`src/design/ultrasonic_echo_ranger_assert.svh`:
```
// Assertion macros for the ultrasonic echo ranger; only the phase sequencer (uer_ctrl) uses them.
`ifndef ULTRASONIC_ECHO_RANGER_ASSERT_SVH
`define ULTRASONIC_ECHO_RANGER_ASSERT_SVH
`ifndef SYNTHESIS
`define UER_ASSERT(name, prop) \
  name: assert property (@(posedge clk) disable iff (!rst_n) (prop)) \
    else $error("ultrasonic echo ranger check failed");
`define UER_ASSERT_NEXT(name, pre, post) \
  name: assert property (@(posedge clk) disable iff (!rst_n) (pre) |=> (post)) \
    else $error("ultrasonic echo ranger sequence check failed");
`else
`define UER_ASSERT(name, prop)
`define UER_ASSERT_NEXT(name, pre, post)
`endif
`endif

```
`src/design/uer_pkg.sv`:
```
// Package with types, widths and register codes of the ultrasonic echo ranger.
package uer_pkg;

  localparam int CountWidth   = 24;
  localparam int TrigWidth    = 10;
  localparam int HoldWidth    = 24;
  localparam int ScaleWidth   = 16;
  localparam int DistWidth    = 22;
  localparam int CfgIdxWidth  = 2;
  localparam int CfgDataWidth = 24;
  localparam int FracBits     = 16;

  localparam logic [TrigWidth-1:0]  TrigReset  = TrigWidth'(80);
  localparam logic [HoldWidth-1:0]  HoldReset  = HoldWidth'(1600000);
  localparam logic [ScaleWidth-1:0] ScaleReset = ScaleWidth'(14049);
  localparam logic [DistWidth-1:0]  ThrReset   = DistWidth'(10000);

  localparam logic [CfgIdxWidth-1:0] CFG_TRIGGER_TICKS = 2'd0;
  localparam logic [CfgIdxWidth-1:0] CFG_HOLD_TICKS    = 2'd1;
  localparam logic [CfgIdxWidth-1:0] CFG_SCALE_Q16     = 2'd2;
  localparam logic [CfgIdxWidth-1:0] CFG_FAR_THRESHOLD = 2'd3;

  typedef enum logic [1:0] {
    PH_TRIGGER = 2'd0,
    PH_WAIT    = 2'd1,
    PH_COUNT   = 2'd2,
    PH_HOLD    = 2'd3
  } uer_phase_t;

  typedef struct packed {
    logic [TrigWidth-1:0]  trigger_ticks;
    logic [HoldWidth-1:0]  hold_ticks;
    logic [ScaleWidth-1:0] scale_q16;
    logic [DistWidth-1:0]  far_threshold_centi;
  } uer_cfg_t;

  typedef struct packed {
    logic                  trig;
    logic                  done;
    logic [CountWidth-1:0] count;
  } uer_ctrl_t;

endpackage

```
`src/design/uer_cfg.sv`:
```
// Configuration register bank of the ultrasonic echo ranger.
module uer_cfg (
  input  logic                             clk,
  input  logic                             rst_n,
  input  logic                             cfg_wr_en,
  input  logic [uer_pkg::CfgIdxWidth-1:0]  cfg_addr,
  input  logic [uer_pkg::CfgDataWidth-1:0] cfg_wdata,
  output uer_pkg::uer_cfg_t                cfg_o
);

  uer_pkg::uer_cfg_t cfg_r;
  uer_pkg::uer_cfg_t cfg_nxt;

  always_comb begin
    cfg_nxt = cfg_r;
    if (cfg_wr_en) begin
      unique case (cfg_addr)
        uer_pkg::CFG_TRIGGER_TICKS:
          cfg_nxt.trigger_ticks = cfg_wdata[uer_pkg::TrigWidth-1:0];
        uer_pkg::CFG_HOLD_TICKS:
          cfg_nxt.hold_ticks = cfg_wdata[uer_pkg::HoldWidth-1:0];
        uer_pkg::CFG_SCALE_Q16:
          cfg_nxt.scale_q16 = cfg_wdata[uer_pkg::ScaleWidth-1:0];
        uer_pkg::CFG_FAR_THRESHOLD:
          cfg_nxt.far_threshold_centi = cfg_wdata[uer_pkg::DistWidth-1:0];
        default: cfg_nxt = cfg_r;
      endcase
    end
  end

  always_ff @(posedge clk) begin
    if (!rst_n) begin
      cfg_r.trigger_ticks       <= uer_pkg::TrigReset;
      cfg_r.hold_ticks          <= uer_pkg::HoldReset;
      cfg_r.scale_q16           <= uer_pkg::ScaleReset;
      cfg_r.far_threshold_centi <= uer_pkg::ThrReset;
    end else begin
      cfg_r <= cfg_nxt;
    end
  end

  assign cfg_o = cfg_r;

endmodule

```
`src/design/uer_ctrl.sv`:
```
// Phase sequencer: trigger pulse, echo wait, echo timing and hold.
`include "ultrasonic_echo_ranger_assert.svh"

module uer_ctrl (
  input  logic                           clk,
  input  logic                           rst_n,
  input  logic                           step,
  input  logic                           echo,
  input  logic [uer_pkg::TrigWidth-1:0]  trigger_ticks,
  input  logic [uer_pkg::HoldWidth-1:0]  hold_ticks,
  output uer_pkg::uer_ctrl_t             ctrl_o
);

  localparam logic [uer_pkg::CountWidth-1:0] CountMax = '1;

  uer_pkg::uer_phase_t                phase_r;
  uer_pkg::uer_phase_t                phase_nxt;
  logic [uer_pkg::HoldWidth-1:0]      tick_r;
  logic [uer_pkg::HoldWidth-1:0]      tick_nxt;
  logic [uer_pkg::CountWidth-1:0]     echo_count_r;
  logic [uer_pkg::CountWidth-1:0]     echo_count_nxt;
  logic [uer_pkg::HoldWidth-1:0]      tick_inc;

  assign tick_inc = tick_r + uer_pkg::HoldWidth'(1);

  always_comb begin
    phase_nxt      = phase_r;
    tick_nxt       = tick_r;
    echo_count_nxt = echo_count_r;
    unique case (phase_r)
      uer_pkg::PH_TRIGGER: begin
        tick_nxt = tick_inc;
        if (tick_inc >= uer_pkg::HoldWidth'(trigger_ticks)) begin
          phase_nxt = uer_pkg::PH_WAIT;
          tick_nxt  = '0;
        end
      end
      uer_pkg::PH_WAIT: begin
        if (echo) begin
          echo_count_nxt = uer_pkg::CountWidth'(1);
          phase_nxt      = uer_pkg::PH_COUNT;
        end
      end
      uer_pkg::PH_COUNT: begin
        if (echo) begin
          if (echo_count_r != CountMax) begin
            echo_count_nxt = echo_count_r + uer_pkg::CountWidth'(1);
          end
        end else begin
          tick_nxt  = '0;
          phase_nxt = (hold_ticks == '0) ? uer_pkg::PH_TRIGGER : uer_pkg::PH_HOLD;
        end
      end
      uer_pkg::PH_HOLD: begin
        tick_nxt = tick_inc;
        if (tick_inc >= hold_ticks) begin
          phase_nxt = uer_pkg::PH_TRIGGER;
          tick_nxt  = '0;
        end
      end
      default: phase_nxt = uer_pkg::PH_TRIGGER;
    endcase
  end

  always_comb begin
    ctrl_o.trig  = 1'b0;
    ctrl_o.done  = 1'b0;
    ctrl_o.count = echo_count_r;
    unique case (phase_r)
      uer_pkg::PH_TRIGGER: ctrl_o.trig = 1'b1;
      uer_pkg::PH_COUNT:   ctrl_o.done = !echo;
      default: ctrl_o.trig = 1'b0;
    endcase
  end

  always_ff @(posedge clk) begin
    if (!rst_n) begin
      phase_r      <= uer_pkg::PH_TRIGGER;
      tick_r       <= '0;
      echo_count_r <= '0;
    end else if (step) begin
      phase_r      <= phase_nxt;
      tick_r       <= tick_nxt;
      echo_count_r <= echo_count_nxt;
    end
  end

  `UER_ASSERT(count_nonzero_a, (phase_r == uer_pkg::PH_COUNT) |-> (echo_count_r != '0))
  `UER_ASSERT(trig_counter_bound_a,
    (phase_r == uer_pkg::PH_TRIGGER) |-> (tick_r[uer_pkg::HoldWidth-1:uer_pkg::TrigWidth] == '0))
  `UER_ASSERT_NEXT(rise_starts_count_a,
    step && (phase_r == uer_pkg::PH_WAIT) && echo,
    (phase_r == uer_pkg::PH_COUNT) && (echo_count_r == uer_pkg::CountWidth'(1)))
  `UER_ASSERT_NEXT(done_leaves_count_a,
    step && ctrl_o.done,
    ((phase_r == uer_pkg::PH_HOLD) || (phase_r == uer_pkg::PH_TRIGGER)) && (tick_r == '0))

endmodule

```
`src/design/uer_conv.sv`:
```
// Count to distance conversion, saturation and far flag compare.
module uer_conv (
  input  logic                            clk,
  input  logic                            rst_n,
  input  logic                            step,
  input  uer_pkg::uer_ctrl_t              ctrl_i,
  input  logic [uer_pkg::ScaleWidth-1:0]  scale_q16,
  input  logic [uer_pkg::DistWidth-1:0]   far_threshold_centi,
  output logic [uer_pkg::DistWidth-1:0]   dist_nxt,
  output logic                            far_nxt
);

  localparam int ProdWidth  = uer_pkg::CountWidth + uer_pkg::ScaleWidth;
  localparam int RoundWidth = ProdWidth + 1;
  localparam int ShWidth    = RoundWidth - uer_pkg::FracBits;
  localparam logic [RoundWidth-1:0] Half = RoundWidth'(1) << (uer_pkg::FracBits - 1);
  localparam logic [uer_pkg::DistWidth-1:0] DistMax = '1;

  logic [ProdWidth-1:0]          prod;
  logic [RoundWidth-1:0]         rounded;
  logic [ShWidth-1:0]            shifted;
  logic [uer_pkg::DistWidth-1:0] dist_new;
  logic [uer_pkg::DistWidth-1:0] last_dist_r;
  logic                          far_r;

  assign prod    = ProdWidth'(ctrl_i.count) * ProdWidth'(scale_q16);
  assign rounded = RoundWidth'(prod) + Half;
  assign shifted = rounded[RoundWidth-1:uer_pkg::FracBits];

  always_comb begin
    if (shifted > ShWidth'(DistMax)) begin
      dist_new = DistMax;
    end else begin
      dist_new = shifted[uer_pkg::DistWidth-1:0];
    end
  end

  always_comb begin
    dist_nxt = last_dist_r;
    far_nxt  = far_r;
    if (ctrl_i.done) begin
      dist_nxt = dist_new;
      if (dist_new > far_threshold_centi) begin
        far_nxt = 1'b1;
      end else if (dist_new < far_threshold_centi) begin
        far_nxt = 1'b0;
      end
    end
  end

  always_ff @(posedge clk) begin
    if (!rst_n) begin
      last_dist_r <= '0;
      far_r       <= 1'b0;
    end else if (step) begin
      last_dist_r <= dist_nxt;
      far_r       <= far_nxt;
    end
  end

endmodule

```
`src/design/ultrasonic_echo_ranger.sv`:
```
// Top level of the ultrasonic echo ranger with request handshake and result register.
//
//   Channel   Dir  Handshake               Payload
//   in        in   in_valid / in_ready     in_echo_level
//   out       out  out_valid / out_ready   out_trigger_level, out_far_flag,
//                                          out_range_done, out_distance_centi
//   cfg       in   cfg_wr_en               cfg_addr, cfg_wdata
//
// Each request is one tick and yields one result, registered at acceptance and valid in the cycle after.
// A new request is taken every cycle while the result register is empty or being drained.
// The count to distance multiply and far compare sit in the same cycle as the phase update.
// A stalled result holds the input side; a held result is not lost or repeated.
// Synchronous active-low reset returns to the trigger phase with stored distance zero; result register is not reset.
module ultrasonic_echo_ranger (
  input  logic                             clk,
  input  logic                             rst_n,
  input  logic                             in_valid,
  output logic                             in_ready,
  input  logic                             in_echo_level,
  output logic                             out_valid,
  input  logic                             out_ready,
  output logic                             out_trigger_level,
  output logic                             out_far_flag,
  output logic                             out_range_done,
  output logic [uer_pkg::DistWidth-1:0]    out_distance_centi,
  input  logic                             cfg_wr_en,
  input  logic [uer_pkg::CfgIdxWidth-1:0]  cfg_addr,
  input  logic [uer_pkg::CfgDataWidth-1:0] cfg_wdata
);

  uer_pkg::uer_cfg_t             cfg;
  uer_pkg::uer_ctrl_t            ctrl;
  logic                          step;
  logic [uer_pkg::DistWidth-1:0] dist_nxt;
  logic                          far_nxt;

  logic                          out_valid_r;
  logic                          out_valid_nxt;
  logic                          trig_r;
  logic                          far_r;
  logic                          done_r;
  logic [uer_pkg::DistWidth-1:0] dist_r;

  assign in_ready = !out_valid_r || out_ready;
  assign step     = in_valid && in_ready;

  uer_cfg u_cfg (
    .clk       (clk),
    .rst_n     (rst_n),
    .cfg_wr_en (cfg_wr_en),
    .cfg_addr  (cfg_addr),
    .cfg_wdata (cfg_wdata),
    .cfg_o     (cfg)
  );

  uer_ctrl u_ctrl (
    .clk           (clk),
    .rst_n         (rst_n),
    .step          (step),
    .echo          (in_echo_level),
    .trigger_ticks (cfg.trigger_ticks),
    .hold_ticks    (cfg.hold_ticks),
    .ctrl_o        (ctrl)
  );

  uer_conv u_conv (
    .clk                 (clk),
    .rst_n               (rst_n),
    .step                (step),
    .ctrl_i              (ctrl),
    .scale_q16           (cfg.scale_q16),
    .far_threshold_centi (cfg.far_threshold_centi),
    .dist_nxt            (dist_nxt),
    .far_nxt             (far_nxt)
  );

  always_comb begin
    out_valid_nxt = out_valid_r;
    if (step) begin
      out_valid_nxt = 1'b1;
    end else if (out_ready) begin
      out_valid_nxt = 1'b0;
    end
  end

  always_ff @(posedge clk) begin
    if (!rst_n) begin
      out_valid_r <= 1'b0;
    end else begin
      out_valid_r <= out_valid_nxt;
    end
  end

  always_ff @(posedge clk) begin
    if (step) begin
      trig_r <= ctrl.trig;
      far_r  <= far_nxt;
      done_r <= ctrl.done;
      dist_r <= dist_nxt;
    end
  end

  assign out_valid          = out_valid_r;
  assign out_trigger_level  = trig_r;
  assign out_far_flag       = far_r;
  assign out_range_done     = done_r;
  assign out_distance_centi = dist_r;

endmodule
```
`config.mk`:
```
export PLATFORM = sky130hd
export DESIGN_NAME = ultrasonic_echo_ranger
export DESIGN_NICKNAME = d
export VERILOG_FILES = /design/src/design/uer_pkg.sv /design/src/design/uer_cfg.sv /design/src/design/uer_ctrl.sv /design/src/design/uer_conv.sv /design/src/design/ultrasonic_echo_ranger.sv
export VERILOG_INCLUDE_DIRS = /design/src /design/src/design
export SDC_FILE = /design/constraint.sdc
export NUM_CORES = 1
export LEC_CHECK = 0
export BUFFER_PORTS_ARGS = -buffer_cell sky130_fd_sc_hd__buf_2
export CAP_MARGIN = 20
export CORE_MARGIN = 5
export CORE_UTILIZATION = 50
export DETAILED_ROUTE_END_ITERATION = 8
export PLACE_DENSITY = 0.75
export SLEW_MARGIN = 20
export SYNTH_ARGS = -nofsm -noshare
export SYNTH_HDL_FRONTEND = slang
export SYNTH_SLANG_ARGS = --single-unit
export TNS_END_PERCENT = 100
```
`constraint.sdc`:
```
create_clock -name clk -period 9.9 [get_ports clk]
set_input_delay 0.495 -clock clk [delete_from_list [all_inputs] [get_ports clk]]
set_output_delay 0.495 -clock clk [all_outputs]
set_load 0.01 [all_outputs]
```
==> summary.md <==
### Clocking
* 17 — cts bufs inserted
* 2 — Longest Clk Path Bufs
* sky130_fd_sc_hd__clkbuf_16 — root buffer selected by CTS
* done — TritonCTS clock tree
* 0 — PostCTS Resize Cnt
* 171 — Sink Count
* 0 — buffer count from post-CTS setup fixing
* 0 — number of buffers inserted for hold repair after clock tree synthesis
* 0.45 ns — clock insertion delay at the later pin of the skew report
* 4 — H-tree levels
* 0.07 ns — clock edge transition at the registers on the reported setup and hold paths

### Routing
* 0 — # DRC
* 5.58 — vias per cell
* 1348 — number of violations reported at the end of detailed-routing iteration 0
* 18.0 um — average routed wire per standard cell
* 54900 um — total wire length after detailed routing
* 17000 — via count
* 0 — antenna-violating nets left
* 7 — first-pass iteration count of the detailed router

### Placed design
* 58 — IO buf count
* 22000 um2 — standard cell area after detailed placement
* 3012 — number of placed cells counting well taps
* 0.910 — Routability Congestion
* 42900 um — post-DP HPWL

### Global route
* 0 — antenna violations before repair
* 24.1% — overall routing resource usage
* 18000 — via count of the first global-routing pass
* 0 — GRT Residual Overflow
* 68 — pin count of the biggest net entering global routing
* 92100 um — first-pass GRT wire length

### Cells and area
* 5.61% — area added between synthesis and finish
* 22700 um2 — Post-Layout Inst Area
* 3014 — NumNets Final
* 3044 — post-route insts no fill
* 5.76% — share of post-route cells with drive strength above 1
* 0 — Ant. Diodes
* 53.0% — final core utilization
* 3878 — total of fill cells in the finished design
* 15600 um2 — Multi-input gate area
* 3670 um2 — FF/Latch Area

### Setup path
* sky130_fd_sc_hd__fa_1 — cell type with the highest occurrence count on the critical path
* flop — Critical Path Sink Type
* 41 — maximum fanout count along the critical path
* 9.37 ns — arrival time worst endpoint
* 0.91 ns — largest stage delay on the critical path
* 10.09 ns — required time of the critical path
* 32 — worst reg-to-reg path cell count
* flop — nature of the critical path startpoint
* reg2reg — category of the critical setup timing path
* sky130_fd_sc_hd__dfxtp_1 — cell with the largest stage delay on the worst path

### Die
* 59 — I/O pin count
* 50.2% — starting utilization of the core area
* 217 um — die outline width
* 47200 um2 — overall die area
* 76 — number of rows in the core area
* 42800 um2 — core area
* 217 um — die height

### Synth
* sky130_fd_sc_hd__fa_1 — cell type contributing the most total cell area after synthesis
* 443 x sky130_fd_sc_hd__inv_1, 414 x sky130_fd_sc_hd__nand2_1, 306 x sky130_fd_sc_hd__fa_1 — most common library cells after synthesis
* 25 — number of synthesized flops with an enable pin
* sky130_fd_sc_hd__inv_1 — most frequent cell after synthesis
* 28.5% — post-synth top area share
* 2.98% — xor/xnor cell area share of the yosys netlist
* 39.7% — arithmetic-cell share of the synthesized area counting full adders, half adders and majority gates
* adder cells — dominant combinational cell family by area after synthesis
* 17.1% — sequential area share after synthesis
* 171 — number of synthesized register bits
* 21500 um2 — post-synthesis instance area
* 2530 — cell count after synthesis
* 0.186% — share of synthesized area spent on multiplexers
* sky130_fd_sc_hd__fa_1 29%, sky130_fd_sc_hd__dfxtp_1 14%, sky130_fd_sc_hd__ha_1 11%, sky130_fd_sc_hd__inv_1 7.7%, sky130_fd_sc_hd__nand2_1 7.2% — ranking of synthesized cells by area
* 9.91% — compound-gate portion of the synthesized area
* 0% — fraction of registers with async set or reset after synthesis
* 73 — distinct cell type count after synthesis
* 8.49 um2 — mean area per synthesized cell
* 3059 — Syn Nets
* 19.9% — simple-gate area share of the yosys netlist
* sky130_fd_sc_hd__dfxtp_1 — Top FF cell, synth
* 0 — Yosys warning count

### Timing
* no — unrepaired setup endpoints after global routing
* 1.11 ns — worst slew pin tran
* 25.7% — normalized max-slew margin
* 9.18 ns — Final Critical Period
* 0.109 GHz — maximum clock frequency
* 92.7% — Final Cycle Share
* 0.0190 ns — final clock skew
* 0 — max-slew violation count
* 0 — number of setup violations in the final report
* 0 — final count of hold timing violations
* 0 ns — total negative slack for setup checks

### Pwr
* 1580 uW — final total power
* 69.6 nW/um2 — power per cell area
* 0.0109 uW — LEAKAGE
* 0.143 mV — Peak supply drop

### Outcome
* finished clean — outcome

### Flow run
* 0 — max-capacitance violation count

### Min path
* in2reg — classification of the worst-slack hold path
* 3 — hold depth

-- per-layer routing --
layer | routed length (um) | global-route usage, %
met2 | 26400 | 40.6
met3 | 3850 | 3.98
met5 | 0 | 0
met4 | 2170 | 9.33
met1 | 22400 | 31.3
-- logic make-up after synthesis --
| group | after synthesis |
|---|---|
| muxes | 4 |
| AOI/OAI and AO/OA | 322 |
| and+or+nand+nor | 881 |
| xor gates and xnor gates | 73 |
| adders and majority gates | 497 |
| buffers and inverters | 582 |
| DFF | 171 |
-- final cells by class --
class                      instances  share of cell area (%)
clock buffer                      19                    2.00
inverter                         444                    7.35
timing repair buffer              74                    1.81
sequential                       171                    16.2
tap                              546                    3.01
multi-input combinational       1777                    68.9
clock inverter                    13                   0.767
-- critical path, delay by kind of cell, from the launching register on --
kind	cells	cell delay, ns
muxes	1	0.10
adders and majority gates	8	3.84
buffers and inverters	8	1.27
AOI/OAI and AO/OA	10	1.93
and+or+nand+nor	5	0.83
DFF	1	0.91
-- state kept, by name (all words and copies together) (netlist names) --
signal and cells:
out_distance_centi 22, out_far_flag 1, out_range_done 1, out_trigger_level 1, out_valid 1, u_cfg.cfg_o 72, u_conv.far_r 1, u_conv.last_dist_r 22
u_ctrl.echo_count_r 24, u_ctrl.phase_r 2, u_ctrl.tick_r 24
-- per-stage QoR --
stage / worst slack, ns / hold WS (ns)
6_report: 0.721 / 0.297
5_1_grt: 0.144 / 0.297
4_1_cts: 0.860 / 0.284
3_5_place_dp: 0.908 / 0.461
3_3_place_gp: 1.03 / 0.455
2_1_floorplan: 1.75 / 0.443
-- report_power, final --
group	total (uW)	switching (uW)	internal, uW	leakage (uW)
Clock	731	330	401	0.000310
Sequential	747	26.7	720	0.00143
Combinational	100	65.1	35.2	0.00913
Total	1580	422	1160	0.0109
-- cells in the final DEF, fill, tap and decap left out, types with 22 or more instances in the layout --
| cell | n |
|---|---|
| sky130_fd_sc_hd__inv_1 | 443 |
| sky130_fd_sc_hd__edfxtp_1 | 25 |
| sky130_fd_sc_hd__nand3_1 | 34 |
| sky130_fd_sc_hd__nand4_1 | 34 |
| sky130_fd_sc_hd__a21boi_0 | 48 |
| sky130_fd_sc_hd__o21ai_0 | 61 |
| sky130_fd_sc_hd__nor2b_1 | 22 |
| sky130_fd_sc_hd__dfxtp_1 | 146 |
| sky130_fd_sc_hd__a31oi_1 | 46 |
| sky130_fd_sc_hd__xnor2_1 | 31 |
| sky130_fd_sc_hd__and2_1 | 189 |
| sky130_fd_sc_hd__buf_2 | 58 |
| sky130_fd_sc_hd__nor2_1 | 106 |
| sky130_fd_sc_hd__a21oi_1 | 64 |
| sky130_fd_sc_hd__fa_1 | 306 |
| sky130_fd_sc_hd__xor2_1 | 42 |
| sky130_fd_sc_hd__nand2_1 | 414 |
| sky130_fd_sc_hd__ha_1 | 191 |
-- worst paths after layout --
kind	start	to	slack [ns]
worst min-delay path	cfg_wdata[23]	u_cfg.cfg_o[61]$_SDFFE_PN0P_	0.30
worst min register to register	u_cfg.cfg_o[5]$_SDFFE_PN0P_	u_cfg.cfg_o[5]$_SDFFE_PN0P_	0.47
worst max register to register	u_cfg.cfg_o[29]$_SDFFE_PN1P_	out_far_flag$_DFFE_PP_	0.72
worst max-delay path	u_cfg.cfg_o[29]$_SDFFE_PN1P_	out_far_flag$_DFFE_PP_	0.72
(Power assumes the default switching activity.)
